`src/hdl/ccpe_pkg.sv`:
```
// ----------------------------------------------------------------------------
// ccpe_pkg
// shared types, constants and functions of the crc / convolutional encoder
// ----------------------------------------------------------------------------
package ccpe_pkg;

   localparam int DATA_WIDTH      = 8;
   localparam int LEN_WIDTH       = 11;
   localparam int CRC_WIDTH       = 16;
   localparam int WORD_WIDTH      = 2 * DATA_WIDTH;
   localparam int MAX_RESULTS     = 4;
   localparam int RES_IDX_WIDTH   = 2;
   localparam int CSR_INDEX_WIDTH = 1;

   localparam logic [CRC_WIDTH-1:0]  CRC_INIT         = 16'hFFFF;
   localparam logic [CRC_WIDTH-1:0]  CRC_POLY         = 16'hA001;
   localparam logic [DATA_WIDTH-1:0] FIRST_TAP_RESET  = 8'hAA;
   localparam logic [DATA_WIDTH-1:0] SECOND_TAP_RESET = 8'h99;

   // configuration register indexes
   localparam logic [CSR_INDEX_WIDTH-1:0] CSR_FIRST_TAP  = 1'd0;
   localparam logic [CSR_INDEX_WIDTH-1:0] CSR_SECOND_TAP = 1'd1;

   // index of the final result of a transaction
   localparam logic [RES_IDX_WIDTH-1:0] LAST_IDX_SINGLE = 2'd0;
   localparam logic [RES_IDX_WIDTH-1:0] LAST_IDX_PAIR   = 2'd1;
   localparam logic [RES_IDX_WIDTH-1:0] LAST_IDX_QUAD   = 2'd3;

   // all results caused by one input transaction
   typedef struct packed {
      logic [MAX_RESULTS-1:0][DATA_WIDTH-1:0] bytes;
      logic [RES_IDX_WIDTH-1:0]               last_idx;
      logic                                   end_pkt;
      logic                                   err;
   } ccpe_result_type;

   // reflected crc-16, one byte
   function automatic logic [CRC_WIDTH-1:0] crc_byte(
      input logic [CRC_WIDTH-1:0]  crc,
      input logic [DATA_WIDTH-1:0] data
   );
      logic [CRC_WIDTH-1:0] c;
      c = crc ^ {{(CRC_WIDTH-DATA_WIDTH){1'b0}}, data};
      for (int i = 0; i < DATA_WIDTH; i++) begin
         if (c[0]) begin
            c = (c >> 1) ^ CRC_POLY;
         end else begin
            c = c >> 1;
         end
      end
      return c;
   endfunction

   // rate one half encoding of a byte, msb first, given the prior shift register
   function automatic logic [WORD_WIDTH-1:0] conv_word(
      input logic [DATA_WIDTH-1:0] shift,
      input logic [DATA_WIDTH-1:0] data,
      input logic [DATA_WIDTH-1:0] tap_a,
      input logic [DATA_WIDTH-1:0] tap_b
   );
      logic [WORD_WIDTH-1:0] cat;
      logic [WORD_WIDTH-1:0] word;
      logic [DATA_WIDTH-1:0] window;
      cat  = {shift, data};
      word = '0;
      for (int k = 1; k <= DATA_WIDTH; k++) begin
         window                 = cat[WORD_WIDTH-1-k -: DATA_WIDTH];
         word[WORD_WIDTH+1-2*k] = ^(tap_a & window);
         word[WORD_WIDTH-2*k]   = ^(tap_b & window);
      end
      return word;
   endfunction

endpackage

```
`src/hdl/ccpe_if.sv`:
```
// ----------------------------------------------------------------------------
// ccpe_req_if / ccpe_rsp_if
// valid / ready channels of the packet encoder
// ----------------------------------------------------------------------------
interface ccpe_req_if;
   logic                                valid;
   logic                                ready;
   logic [ccpe_pkg::DATA_WIDTH-1:0]     data_byte;
   logic [ccpe_pkg::LEN_WIDTH-1:0]      packet_length;

   modport source (output valid, output data_byte, output packet_length, input ready);
   modport sink   (input valid, input data_byte, input packet_length, output ready);
endinterface

interface ccpe_rsp_if;
   logic                                valid;
   logic                                ready;
   logic [ccpe_pkg::DATA_WIDTH-1:0]     out_byte;
   logic                                last_of_item;
   logic                                end_of_packet;
   logic                                length_error;

   modport source (output valid, output out_byte, output last_of_item,
                   output end_of_packet, output length_error, input ready);
   modport sink   (input valid, input out_byte, input last_of_item,
                   input end_of_packet, input length_error, output ready);
endinterface

```
`src/hdl/ccpe_core.sv`:
```
// ----------------------------------------------------------------------------
// ccpe_core
// input register, packet state, crc and convolutional encoding of one byte
// ----------------------------------------------------------------------------
module ccpe_core #(
   parameter int PREAMBLE_BYTES   = 5,
   parameter int MAX_PACKET_BYTES = 1024
) (
   input  logic                               clock,
   input  logic                               reset,
   input  logic                               in_valid,
   output logic                               in_ready,
   input  logic [ccpe_pkg::DATA_WIDTH-1:0]    in_data,
   input  logic [ccpe_pkg::LEN_WIDTH-1:0]     in_length,
   input  logic [ccpe_pkg::DATA_WIDTH-1:0]    tap_a,
   input  logic [ccpe_pkg::DATA_WIDTH-1:0]    tap_b,
   output logic                               res_valid,
   input  logic                               res_free,
   output ccpe_pkg::ccpe_result_type          res
);
   import ccpe_pkg::*;

   localparam int MAX_CMP_WIDTH = 17;
   localparam logic [LEN_WIDTH:0]       MIN_LEN = (LEN_WIDTH+1)'(PREAMBLE_BYTES + 4);
   localparam logic [MAX_CMP_WIDTH-1:0] MAX_LEN = MAX_CMP_WIDTH'(MAX_PACKET_BYTES);
   localparam logic [LEN_WIDTH-1:0]     PRE_LEN = LEN_WIDTH'(PREAMBLE_BYTES);

   // input register
   logic                  hold_valid_ff, hold_valid_in;
   logic [DATA_WIDTH-1:0] hold_data_ff;
   logic [LEN_WIDTH-1:0]  hold_len_ff;

   // packet state
   logic [LEN_WIDTH-1:0]  pos_ff, pos_in;
   logic [LEN_WIDTH-1:0]  len_ff, len_in;
   logic [CRC_WIDTH-1:0]  crc_ff, crc_in;
   logic [DATA_WIDTH-1:0] shift_ff, shift_in;

   logic                  pop;
   logic                  first;
   logic                  bad_len;
   logic [LEN_WIDTH-1:0]  len_eff;
   logic                  in_preamble;
   logic                  slot_hi, slot_lo, feed, last_byte;
   logic [DATA_WIDTH-1:0] byte_eff;
   logic [WORD_WIDTH-1:0] word, flush;

   assign pop       = hold_valid_ff && res_free;
   assign in_ready  = !hold_valid_ff || res_free;
   assign res_valid = hold_valid_ff;

   assign hold_valid_in = (in_valid && in_ready) ? 1'b1 : (pop ? 1'b0 : hold_valid_ff);

   always_ff @(posedge clock) begin
      if (reset) begin
         hold_valid_ff <= 1'b0;
      end else begin
         hold_valid_ff <= hold_valid_in;
      end
   end

   always_ff @(posedge clock) begin
      if (in_valid && in_ready) begin
         hold_data_ff <= in_data;
         hold_len_ff  <= in_length;
      end
   end

   always_comb begin
      first       = (pos_ff == '0);
      bad_len     = first && (({1'b0, hold_len_ff} < MIN_LEN) ||
                    ({{(MAX_CMP_WIDTH-LEN_WIDTH){1'b0}}, hold_len_ff} > MAX_LEN));
      len_eff     = first ? hold_len_ff : len_ff;
      in_preamble = (pos_ff < PRE_LEN);
      slot_hi     = (pos_ff == len_eff - LEN_WIDTH'(4));
      slot_lo     = (pos_ff == len_eff - LEN_WIDTH'(3));
      // a length below five wraps the crc end mark, so every byte feeds it
      feed        = (len_eff < LEN_WIDTH'(5)) ||
                    (({1'b0, pos_ff} + (LEN_WIDTH+1)'(5)) <= {1'b0, len_eff});
      last_byte   = (({1'b0, pos_ff} + (LEN_WIDTH+1)'(1)) >= {1'b0, len_eff});

      if (slot_hi) begin
         byte_eff = crc_ff[CRC_WIDTH-1 -: DATA_WIDTH];
      end else if (slot_lo) begin
         byte_eff = crc_ff[DATA_WIDTH-1:0];
      end else begin
         byte_eff = hold_data_ff;
      end

      word  = conv_word(shift_ff, byte_eff, tap_a, tap_b);
      flush = conv_word(byte_eff, '0, tap_a, tap_b);

      pos_in   = pos_ff;
      len_in   = len_ff;
      crc_in   = crc_ff;
      shift_in = shift_ff;
      res      = '0;

      if (bad_len) begin
         res.last_idx = LAST_IDX_SINGLE;
         res.err      = 1'b1;
      end else if (in_preamble) begin
         res.bytes[0] = hold_data_ff;
         res.last_idx = LAST_IDX_SINGLE;
         pos_in       = pos_ff + LEN_WIDTH'(1);
         len_in       = len_eff;
      end else begin
         res.bytes[0] = word[WORD_WIDTH-1 -: DATA_WIDTH];
         res.bytes[1] = word[DATA_WIDTH-1:0];
         if (last_byte) begin
            res.bytes[2] = flush[WORD_WIDTH-1 -: DATA_WIDTH];
            res.bytes[3] = flush[DATA_WIDTH-1:0];
            res.last_idx = LAST_IDX_QUAD;
            res.end_pkt  = 1'b1;
            pos_in       = '0;
            len_in       = '0;
            crc_in       = CRC_INIT;
            shift_in     = '0;
         end else begin
            res.last_idx = LAST_IDX_PAIR;
            pos_in       = pos_ff + LEN_WIDTH'(1);
            len_in       = len_eff;
            shift_in     = byte_eff;
            if (!slot_hi && !slot_lo && feed) begin
               crc_in = crc_byte(crc_ff, byte_eff);
            end
         end
      end
   end

   always_ff @(posedge clock) begin
      if (reset) begin
         pos_ff   <= '0;
         len_ff   <= '0;
         crc_ff   <= CRC_INIT;
         shift_ff <= '0;
      end else if (pop) begin
         pos_ff   <= pos_in;
         len_ff   <= len_in;
         crc_ff   <= crc_in;
         shift_ff <= shift_in;
      end
   end

`ifndef SYNTH
   a_restart_after_packet : assert property (@(posedge clock) disable iff (reset)
      (pop && res.end_pkt) |=> (pos_ff == '0 && crc_ff == CRC_INIT && shift_ff == '0))
      else $error("packet state not restarted after last byte");

   a_error_keeps_start : assert property (@(posedge clock) disable iff (reset)
      (pop && res.err) |=> (pos_ff == '0))
      else $error("bad length moved the byte position");

   a_pos_within_len : assert property (@(posedge clock) disable iff (reset)
      (pos_ff != '0) |-> (pos_ff < len_ff))
      else $error("byte position beyond latched length");
`endif

endmodule

```
`src/hdl/ccpe_out_buf.sv`:
```
// ----------------------------------------------------------------------------
// ccpe_out_buf
// result register, hands out the results one per cycle while out_ready is high
// ----------------------------------------------------------------------------
module ccpe_out_buf (
   input  logic                               clock,
   input  logic                               reset,
   input  logic                               res_valid,
   output logic                               res_free,
   input  ccpe_pkg::ccpe_result_type          res,
   output logic                               out_valid,
   input  logic                               out_ready,
   output logic [ccpe_pkg::DATA_WIDTH-1:0]    out_byte,
   output logic                               out_last,
   output logic                               out_end,
   output logic                               out_err
);
   import ccpe_pkg::*;

   ccpe_result_type          result_ff;
   logic                     valid_ff, valid_in;
   logic [RES_IDX_WIDTH-1:0] idx_ff, idx_in;
   logic                     take, done, load;

   assign take     = valid_ff && out_ready;
   assign done     = take && (idx_ff == result_ff.last_idx);
   assign res_free = !valid_ff || done;
   assign load     = res_valid && res_free;

   always_comb begin
      valid_in = valid_ff;
      idx_in   = idx_ff;
      if (load) begin
         valid_in = 1'b1;
         idx_in   = '0;
      end else if (done) begin
         valid_in = 1'b0;
      end else if (take) begin
         idx_in = idx_ff + RES_IDX_WIDTH'(1);
      end
   end

   always_ff @(posedge clock) begin
      if (reset) begin
         valid_ff <= 1'b0;
         idx_ff   <= '0;
      end else begin
         valid_ff <= valid_in;
         idx_ff   <= idx_in;
      end
   end

   always_ff @(posedge clock) begin
      if (load) begin
         result_ff <= res;
      end
   end

   assign out_valid = valid_ff;
   assign out_byte  = result_ff.bytes[idx_ff];
   assign out_last  = (idx_ff == result_ff.last_idx);
   assign out_end   = result_ff.end_pkt && (idx_ff == result_ff.last_idx);
   assign out_err   = result_ff.err;

`ifndef SYNTH
   a_idx_in_range : assert property (@(posedge clock) disable iff (reset)
      valid_ff |-> (idx_ff <= result_ff.last_idx))
      else $error("result index past final result");

   a_error_single : assert property (@(posedge clock) disable iff (reset)
      (valid_ff && result_ff.err) |-> (result_ff.last_idx == LAST_IDX_SINGLE))
      else $error("error transaction with more than one result");

   a_end_on_quad : assert property (@(posedge clock) disable iff (reset)
      (valid_ff && result_ff.end_pkt) |-> (result_ff.last_idx == LAST_IDX_QUAD))
      else $error("end of packet without flush bytes");
`endif

endmodule

```
`src/hdl/crc_conv_packet_encoder.sv`:
```
// ----------------------------------------------------------------------------
// crc_conv_packet_encoder
// crc-16 insertion and rate one half convolutional encoding of byte packets
// ----------------------------------------------------------------------------
// req_chan takes one packet byte per transaction with the packet length, which
// is latched at the first byte. rsp_chan gives the result bytes: one for each
// preamble byte, two for each later byte, four for the last byte of a packet
// (its two plus two flush bytes), one error result for a bad length.
// csr_* writes the two parity tap masks; write only while the block is idle.
// an accepted transaction is held in the input register and moves on to the
// result register once that is free; its results are offered from the result
// register.
// throughput: one result byte per cycle while rsp_chan.ready is high, set by
// the single result register.
// a new transaction is taken while the previous results are still draining.
// reset: synchronous, active high; empties both registers, starts a new packet
// and loads the tap masks with 0xaa and 0x99.
// rsp stall: results hold in the result register, the input register fills
// and req_chan.ready falls until the last result of the held transaction goes.
// ----------------------------------------------------------------------------
module crc_conv_packet_encoder #(
   parameter int PREAMBLE_BYTES   = 5,
   parameter int MAX_PACKET_BYTES = 1024
) (
   input  logic                                    clock,
   input  logic                                    reset,
   ccpe_req_if.sink                                req_chan,
   ccpe_rsp_if.source                              rsp_chan,
   input  logic                                    csr_write_enable,
   input  logic [ccpe_pkg::CSR_INDEX_WIDTH-1:0]    csr_index,
   input  logic [ccpe_pkg::DATA_WIDTH-1:0]         csr_write_data
);
   import ccpe_pkg::*;

   // tap mask registers
   logic [DATA_WIDTH-1:0] tap_a_ff, tap_b_ff;

   // hand-over between encoder and result register
   logic            res_valid;
   logic            res_free;
   ccpe_result_type res;

   always_ff @(posedge clock) begin
      if (reset) begin
         tap_a_ff <= FIRST_TAP_RESET;
         tap_b_ff <= SECOND_TAP_RESET;
      end else if (csr_write_enable) begin
         unique case (csr_index)
            CSR_FIRST_TAP:  tap_a_ff <= csr_write_data;
            CSR_SECOND_TAP: tap_b_ff <= csr_write_data;
            default: begin
            end
         endcase
      end
   end

   // input register, packet state, crc and encoding
   ccpe_core #(
      .PREAMBLE_BYTES   (PREAMBLE_BYTES),
      .MAX_PACKET_BYTES (MAX_PACKET_BYTES)
   ) u_core (
      .clock     (clock),
      .reset     (reset),
      .in_valid  (req_chan.valid),
      .in_ready  (req_chan.ready),
      .in_data   (req_chan.data_byte),
      .in_length (req_chan.packet_length),
      .tap_a     (tap_a_ff),
      .tap_b     (tap_b_ff),
      .res_valid (res_valid),
      .res_free  (res_free),
      .res       (res)
   );

   // result register, one byte per transaction on rsp_chan
   ccpe_out_buf u_out_buf (
      .clock     (clock),
      .reset     (reset),
      .res_valid (res_valid),
      .res_free  (res_free),
      .res       (res),
      .out_valid (rsp_chan.valid),
      .out_ready (rsp_chan.ready),
      .out_byte  (rsp_chan.out_byte),
      .out_last  (rsp_chan.last_of_item),
      .out_end   (rsp_chan.end_of_packet),
      .out_err   (rsp_chan.length_error)
   );

endmodule

```
`src/flat_wrapper.sv`:
```
// flat-port wrapper written by rule: the top's interface ports become plain ports
module crc_conv_packet_encoder_flat import ccpe_pkg::*;
#(
   parameter int PREAMBLE_BYTES   = 5,
   parameter int MAX_PACKET_BYTES = 1024
)
  (clock, reset, csr_write_enable, csr_index, csr_write_data, req_chan_valid, req_chan_data_byte, req_chan_packet_length, req_chan_ready, rsp_chan_valid, rsp_chan_out_byte, rsp_chan_last_of_item, rsp_chan_end_of_packet, rsp_chan_length_error, rsp_chan_ready);
  ccpe_req_if req_chan_i ();
  ccpe_rsp_if rsp_chan_i ();
  input  logic clock;
  input  logic reset;
  input  logic csr_write_enable;
  input  logic [ccpe_pkg::CSR_INDEX_WIDTH-1:0] csr_index;
  input  logic [ccpe_pkg::DATA_WIDTH-1:0] csr_write_data;
  input wire logic [$bits(req_chan_i.valid)-1:0] req_chan_valid;
  input wire logic [$bits(req_chan_i.data_byte)-1:0] req_chan_data_byte;
  input wire logic [$bits(req_chan_i.packet_length)-1:0] req_chan_packet_length;
  output wire logic [$bits(req_chan_i.ready)-1:0] req_chan_ready;
  output wire logic [$bits(rsp_chan_i.valid)-1:0] rsp_chan_valid;
  output wire logic [$bits(rsp_chan_i.out_byte)-1:0] rsp_chan_out_byte;
  output wire logic [$bits(rsp_chan_i.last_of_item)-1:0] rsp_chan_last_of_item;
  output wire logic [$bits(rsp_chan_i.end_of_packet)-1:0] rsp_chan_end_of_packet;
  output wire logic [$bits(rsp_chan_i.length_error)-1:0] rsp_chan_length_error;
  input wire logic [$bits(rsp_chan_i.ready)-1:0] rsp_chan_ready;
  assign req_chan_i.valid = req_chan_valid;
  assign req_chan_i.data_byte = req_chan_data_byte;
  assign req_chan_i.packet_length = req_chan_packet_length;
  assign req_chan_ready = req_chan_i.ready;
  assign rsp_chan_valid = rsp_chan_i.valid;
  assign rsp_chan_out_byte = rsp_chan_i.out_byte;
  assign rsp_chan_last_of_item = rsp_chan_i.last_of_item;
  assign rsp_chan_end_of_packet = rsp_chan_i.end_of_packet;
  assign rsp_chan_length_error = rsp_chan_i.length_error;
  assign rsp_chan_i.ready = rsp_chan_ready;
  crc_conv_packet_encoder #(.PREAMBLE_BYTES(PREAMBLE_BYTES), .MAX_PACKET_BYTES(MAX_PACKET_BYTES)) u_core (.clock(clock), .reset(reset), .req_chan(req_chan_i), .rsp_chan(rsp_chan_i), .csr_write_enable(csr_write_enable), .csr_index(csr_index), .csr_write_data(csr_write_data));
endmodule
```
`config.mk`:
```
export PLATFORM = sky130hd
export DESIGN_NAME = crc_conv_packet_encoder_flat
export DESIGN_NICKNAME = d
export VERILOG_FILES = /design/src/hdl/ccpe_pkg.sv /design/src/hdl/ccpe_if.sv /design/src/hdl/ccpe_core.sv /design/src/hdl/ccpe_out_buf.sv /design/src/hdl/crc_conv_packet_encoder.sv /design/src/flat_wrapper.sv
export SDC_FILE = /design/constraint.sdc
export NUM_CORES = 1
export LEC_CHECK = 0
export BUFFER_PORTS_ARGS = -buffer_cell sky130_fd_sc_hd__buf_2
export CAP_MARGIN = 25
export CORE_UTILIZATION = 68
export DETAILED_ROUTE_END_ITERATION = 8
export GPL_TIMING_DRIVEN = 0
export PLACE_DENSITY = 0.87
export SLEW_MARGIN = 20
export SYNTH_ARGS = -nofsm -noshare
export SYNTH_HDL_FRONTEND = slang
export SYNTH_SLANG_ARGS = --single-unit
```
`constraint.sdc`:
```
create_clock -name clock -period 10.5 [get_ports clock]
set_input_delay 0.525 -clock clock [delete_from_list [all_inputs] [get_ports clock]]
set_output_delay 0.525 -clock clock [all_outputs]
set_load 0.1 [all_outputs]
```
; After elaboration in Yosys (flattened, before gate mapping)
; Index checks and enable logic that the tools add are counted.
[op_classes]
n_addsub = 6
magnitude_cmp = 7
n_eq_ne = 3
mux = 56
n_bitwise = 44
n_reduce_logical = 59
[ops]
columns = operator, n
row1 = 2-to-1 mux 16 bit, 38
row2 = AND 8 bit, 30
row3 = XOR reduction 8 bit, 30
row4 = 2-to-1 mux 11 bit, 5
row5 = 2-to-1 mux 8 bit, 3
row6 = NOT 2 -> 3 bit, 8
row7 = equality test 11 bit, 2
row8 = less-than comparator 11 x 3 -> 1 bit (second input constant), 2
row9 = binary-select mux 8 bit (select 2 bit), 1
row10 = bitwise XOR 16 x 8 -> 16 bit, 1
row11 = adder 11 x 1 -> 12 bit (second input constant), 1
row12 = adder 11 x 3 -> 12 bit (second input constant), 1
row13 = greater-or-equal comparator 12 x 11 -> 1 bit, 1
row14 = less-or-equal comparator 12 x 11 -> 1 bit, 1
row15 = adder 11 x 1 -> 11 bit (second input constant), 1
row16 = > comparator 11 bit (second input constant), 1
row17 = zero test 11 bit, 1
row18 = less-than comparator 11 x 4 -> 1 bit (second input constant), 1
row19 = subtractor 11 x 2 -> 11 bit (second input constant), 1
row20 = subtractor 11 x 3 -> 11 bit (second input constant), 1
row21 = 2-to-1 mux 10 bit, 1
row22 = logical AND 1 bit, 8
row23 = AND reduction 2 bit, 4
row24 = 2-to-1 mux 7 bit, 1
row25 = other kinds (13), 31
[totals]
regBits = 120
in_bits = 33
output_inout_bits = 13
elab_cells = 194

; Logic depth before layout (Yosys ltp)
[depth]
word_depth = 53
mapped_depth = 23
depth_no_buf = 21

; Hierarchy
; A second synthesis with hierarchy kept.
[hier_totals]
cells_unflattened = 1144
hier_area_um2 = 9571.7
[by_module_without_submodules]
columns = module, n_inst, cells_each, area_each_um2, seq_area_each_um2
row1 = ccpe_core, 1, 1008, 7437.1, 1491.4
row2 = ccpe_out_buf, 1, 70, 1471.4, 1141.1
row3 = crc_conv_packet_encoder, 1, 66, 663.1, 320.3

; Worst setup path after synthesis
; Ideal clock, no wire load.
[synth_timing]
kind = reg-to-reg
start = register u_core.u_core.pos_ff[4]
end = register u_core.u_out_buf.result_ff[27] (netlist name), data pin
setup_time_ns = 0.266
t_arrival_ns = 5.330
required_time_ns = 10.234
path_slack_ns = 4.904
stages_incl_launch_ff = 22
n_path_buf = 4
period_less_slack_ns = 5.596
path_cell_list = dfxtp_1 -> buf_2 -> or4_1 -> buf_2 -> nor3_2 -> buf_2 -> mux2i_1 -> inv_1 -> ha_1 -> xnor2_1 -> nand3_1 -> mux2i_1 -> or4b_4 -> a2111oi_4 -> mux2_2 -> mux2i_1 -> clkbuf_1 -> nand2b_1 -> xor2_1 -> xnor2_1 -> xnor2_1 -> nor2_1
[synth_between]
elab_chain_len = 8
word_cells_on_any_way = 16
classes_between = 3 x add/sub / 2 x order compare / 2 x eq/ne / 3 x mux / 2 x bitwise / 4 x reduce/logical
[synth_lines]
columns = element, line_no
row1 = from (decl), ccpe_core.sv:34  ; logic [LEN_WIDTH-1:0] pos_ff, pos_in;
row2 = from (signal assigned), ccpe_core.sv:138  ; pos_ff <= pos_in;
row3 = zero test 11 bit, ccpe_core.sv:70  ; first = (pos_ff == '0);
row4 = 2-to-1 mux 11 bit, ccpe_core.sv:73  ; len_eff = first ? hold_len_ff : len_ff;
row5 = subtractor 11 x 2 -> 11 bit, ccpe_core.sv:76  ; slot_lo = (pos_ff == len_eff - LEN_WIDTH'(3));
row6 = equality test 11 bit, ccpe_core.sv:76
row7 = 2-to-1 mux 8 bit, ccpe_core.sv:84  ; end else if (slot_lo) begin
row8 = 2-to-1 mux 8 bit, ccpe_core.sv:82  ; if (slot_hi) begin
row9 = AND 8 bit, ccpe_pkg.sv:68  ; word[WORD_WIDTH+1-2*k] = ^(tap_a & window);
row10 = XOR reduction 8 bit, ccpe_pkg.sv:68
row11 = to (signal assigned), ccpe_out_buf.sv:55  ; result_ff <= res;
row12 = to (decl), ccpe_out_buf.sv:20  ; ccpe_result_type result_ff;
; Several ways; a longest one is shown, not always the timed one.
; A chain may end at the register's enable or synchronous reset.

; Worst setup path in the final report
; Same ends and word-level chain as after synthesis.

==> flow_summary.toml <==
[grt]
grt_pass1_wl_um = 42600
overflow = 0
first_global_vias = 8451
grt_max_degree = 30
grt_antenna_before_repair = 0
globalRouteTotalUtil = 0.386

[critical_path]
timing.rr.end = "u_core.u_out_buf.result_ff[27]$_SDFFCE_PP0P_"
reg2reg_from = "u_core.u_core.pos_ff[4]$_SDFFE_PP0P_"
critPathCaptureType = "flop"
crit_type = "flop to flop"
ff2ff_path_depth = 21
worstPathMaxFanout = 10
start_kind = "flop"
cp.required_ns = 10.66
r2r_slack_ns = 3.32
cp_data_arrival_time_ns = 7.33

[yosys]
syn_avg_cell_area_sq_um = 8.24
yosysTopAreaCellShare = 0.167
async_flop_share = 0
ys.flop_type = "dfxtp_1"
syn-num-nets = 1188
netlist_instances = 1131
synth_area_sq_mm = 0.00932
synth_commonest_cells = "nand2_1, xnor2_1, nor2_1, dfxtp_1, clkbuf_1"
yosysMostFrequentCell = "nand2_1"
ys_ff_latch = 117
yosysWarningCount = 0
ys_seq_area_frac = 0.307
synth_top_area_cell = "edfxtp_1"
synth_area_leaders = "edfxtp_1, xnor2_1, dfxtp_1, nand2_1, xor2_1"
ys_types = 74
synth_edf_count = 52

[clocking]
cts_made_buffers = 17
clockBufferDepth = 2
ctsHtreeMaxLevel = 4
cts-root-buf = "clkbuf_16"
cts_resized = 0
cts_tree = "yes"
cts_hold_buf = 0
clkTransAtPathRegs_ns = 0.06
insertion_delay_ns = 0.43
post_cts_buffers = 0
clkSinkCount = 117

[finish]
multi_input_area_sq_mm = 0.00605
seqCellArea_sq_mm = 0.00286
area_delta_synth_final_pct = 11.2
final_util = 0.779
antenna_cells = 0
layout-drive-gt1-share = 0.101
final_nets = 1252
fillCellCount = 927

[outcome]
status = "finished, final reports clean"

[worst_hold_path]
hp-start = "req_chan_packet_length[1]"
hold_path_class = "primary input to flop"
hold_path_end = "u_core.u_core.hold_len_ff[1]$_DFFE_PP_"
holdPathStages = 1

[power]
leakagePower_uw = 0.00397
irDropWorstVdd_mv = 0.132
powerDensity_mw_per_mm2 = 141
power_uw = 1470

[drt]
drt_pass1_iterations = 5
wl_per_cell_um = 19.0
vias_per_cell = 6.31
totalWireLength_um = 26300
drtIter0Drc = 880
antenna_left = 0
via_count = 8737
drcViolationCount = 0

[floorplanning]
die_area_sq_mm = 0.0142
coreArea_sq_mm = 0.0133
die_y_um = 119
start_util = 0.701
rows = 42
die_w_um = 119
num_io_pins = 46

[timing]
rsz0062_at_grt = "no"
slew_headroom = 0.307
setup_viol = 0
min_period_over_period = 0.683
finalHoldViolCount = 0
period_minus_slack_ns = 7.18
timing.final.max_slew_violations = 0
fmax_mhz = 139
fin_ws_ns = 3.32
clock_skew_ns = 0.0103
setup_tns_ns = 0
hold_ws_ns = 0.264
max_slew.worst_pin.slew_ns = 1.04

[place]
place_ws_ns = 3.52
portBuffers = 43
hpwlAfterDp_um = 18700
gp_congestion = 0.977

[run]
maxCapViolations = 0
==> report_power, final <==
part / internal, uW / switching [uW]
combinational: 148 / 233
clock: 360 / 213
sequential: 497 / 15.2
==> worst max path at each step <==
| stage | from | to | slack [ns] | cells after the start |
|---|---|---|---|---|
| floorplan | u_core.u_core.pos_ff[4]$_SDFFE_PP0P_ | u_core.u_out_buf.result_ff[27]$_SDFFCE_PP0P_ | 4.90 | 21 |
| global placement | u_core.u_core.pos_ff[4]$_SDFFE_PP0P_ | u_core.u_out_buf.result_ff[27]$_SDFFCE_PP0P_ | 3.64 | 21 |
| detailed placement | u_core.u_core.pos_ff[4]$_SDFFE_PP0P_ | u_core.u_out_buf.result_ff[27]$_SDFFCE_PP0P_ | 3.52 | 21 |
| CTS | u_core.u_core.pos_ff[4]$_SDFFE_PP0P_ | u_core.u_out_buf.result_ff[27]$_SDFFCE_PP0P_ | 3.49 | 21 |
| global route | u_core.u_core.pos_ff[4]$_SDFFE_PP0P_ | u_core.u_out_buf.result_ff[27]$_SDFFCE_PP0P_ | 3.04 | 21 |
| finish | u_core.u_core.pos_ff[4]$_SDFFE_PP0P_ | u_core.u_out_buf.result_ff[27]$_SDFFCE_PP0P_ | 3.32 | 21 |
==> registers in the layout, indices dropped and copies added, names as in the netlist <==
name                        flops
u_core.u_out_buf.result_ff     32
u_core.u_core.crc_ff           16
u_core.u_core.hold_len_ff      11
u_core.u_core.len_ff           11
u_core.u_core.pos_ff           11
u_core.tap_a_ff                 8
u_core.tap_b_ff                 8
u_core.u_core.hold_data_ff      8
u_core.u_core.shift_ff          7
u_core.u_out_buf.idx_ff         2
u_core.u_core.res_valid         1
u_core.u_out_buf.out_err        1
u_core.u_out_buf.out_valid      1
==> critical path, cell delays in order, from the launching register on <==
cell	delay [ns]
dfxtp_1	0.29
buf_2	0.18
or4_1	0.50
buf_2	0.19
nor3_2	0.47
buf_2	0.40
mux2i_1	0.39
inv_1	0.12
ha_1	0.33
xnor2_1	0.19
nand3_1	0.10
mux2i_1	0.30
or4b_4	0.54
a2111oi_4	0.56
mux2_2	0.39
mux2i_1	0.65
clkbuf_1	0.49
nand2b_1	0.19
xor2_1	0.19
xnor2_1	0.17
xnor2_1	0.17
nor2_1	0.06
==> layout by cell type (no fill, tap or decap), types with 7 or more instances in the layout <==
cell	synthesis	routed
ha_1	24	24
a211o_1	10	10
and3_1	12	12
a21o_1	10	10
o21bai_1	15	15
nor2b_1	25	24
xnor2_1	150	150
nand2b_1	30	30
buf_1	10	10
nand3_1	33	33
nor2_1	89	89
edfxtp_1	52	52
nor3_1	17	17
nand2_1	209	209
dfxtp_1	65	65
clkbuf_1	59	63
nor4_1	11	11
nand4_1	7	7
o21a_1	8	8
a21oi_1	47	47
o21ai_0	23	23
inv_1	15	15
a22oi_1	11	11
xor2_1	47	47
clkbuf_16	0	17
mux2i_1	34	34
buf_2	12	55
==> per-layer routing <==
metal	GRT usage	routed length [um]	vias up
li1	-	-	4000
met1	0.472	10200	4106
met2	0.636	12300	518
met3	0.0829	2520	113
met4	0.206	1160	0
met5	0	0	-
==> kinds of logic (layout without fill, tap and decap cells) <==
kind of cell / after synthesis / count (layout) / share of synthesized area
AND/OR/NAND/NOR: 470 / 470 / 0.238
XOR/XNOR: 199 / 199 / 0.189
AO/OA/AOI/OAI: 176 / 176 / 0.132
flip-flops: 117 / 117 / 0.307
buffers and inverters: 100 / 177 / 0.0444
multiplexers: 45 / 45 / 0.0574
adder cells (fa/ha/maj): 24 / 24 / 0.0322
==> layout make-up <==
cell class	instances	share of cell area
Tap cell	176	0.0213
Multi-Input combinational cell	914	0.584
Sequential cell	117	0.276
Buffer	85	0.0345
Inverter	15	0.00543
Clock buffer	23	0.0452
Timing Repair Buffer	45	0.0234
Clock inverter	9	0.00978
==> stage by stage <==
stage,cell area [sq um],std cells
after global routing,10400,1384
after detailed placement,9790,1351
after floorplan,9320,1131
after global placement,9760,1350
final,10400,1384
after CTS,10400,1383
Note: power is estimated with default switching activity, not from simulation.
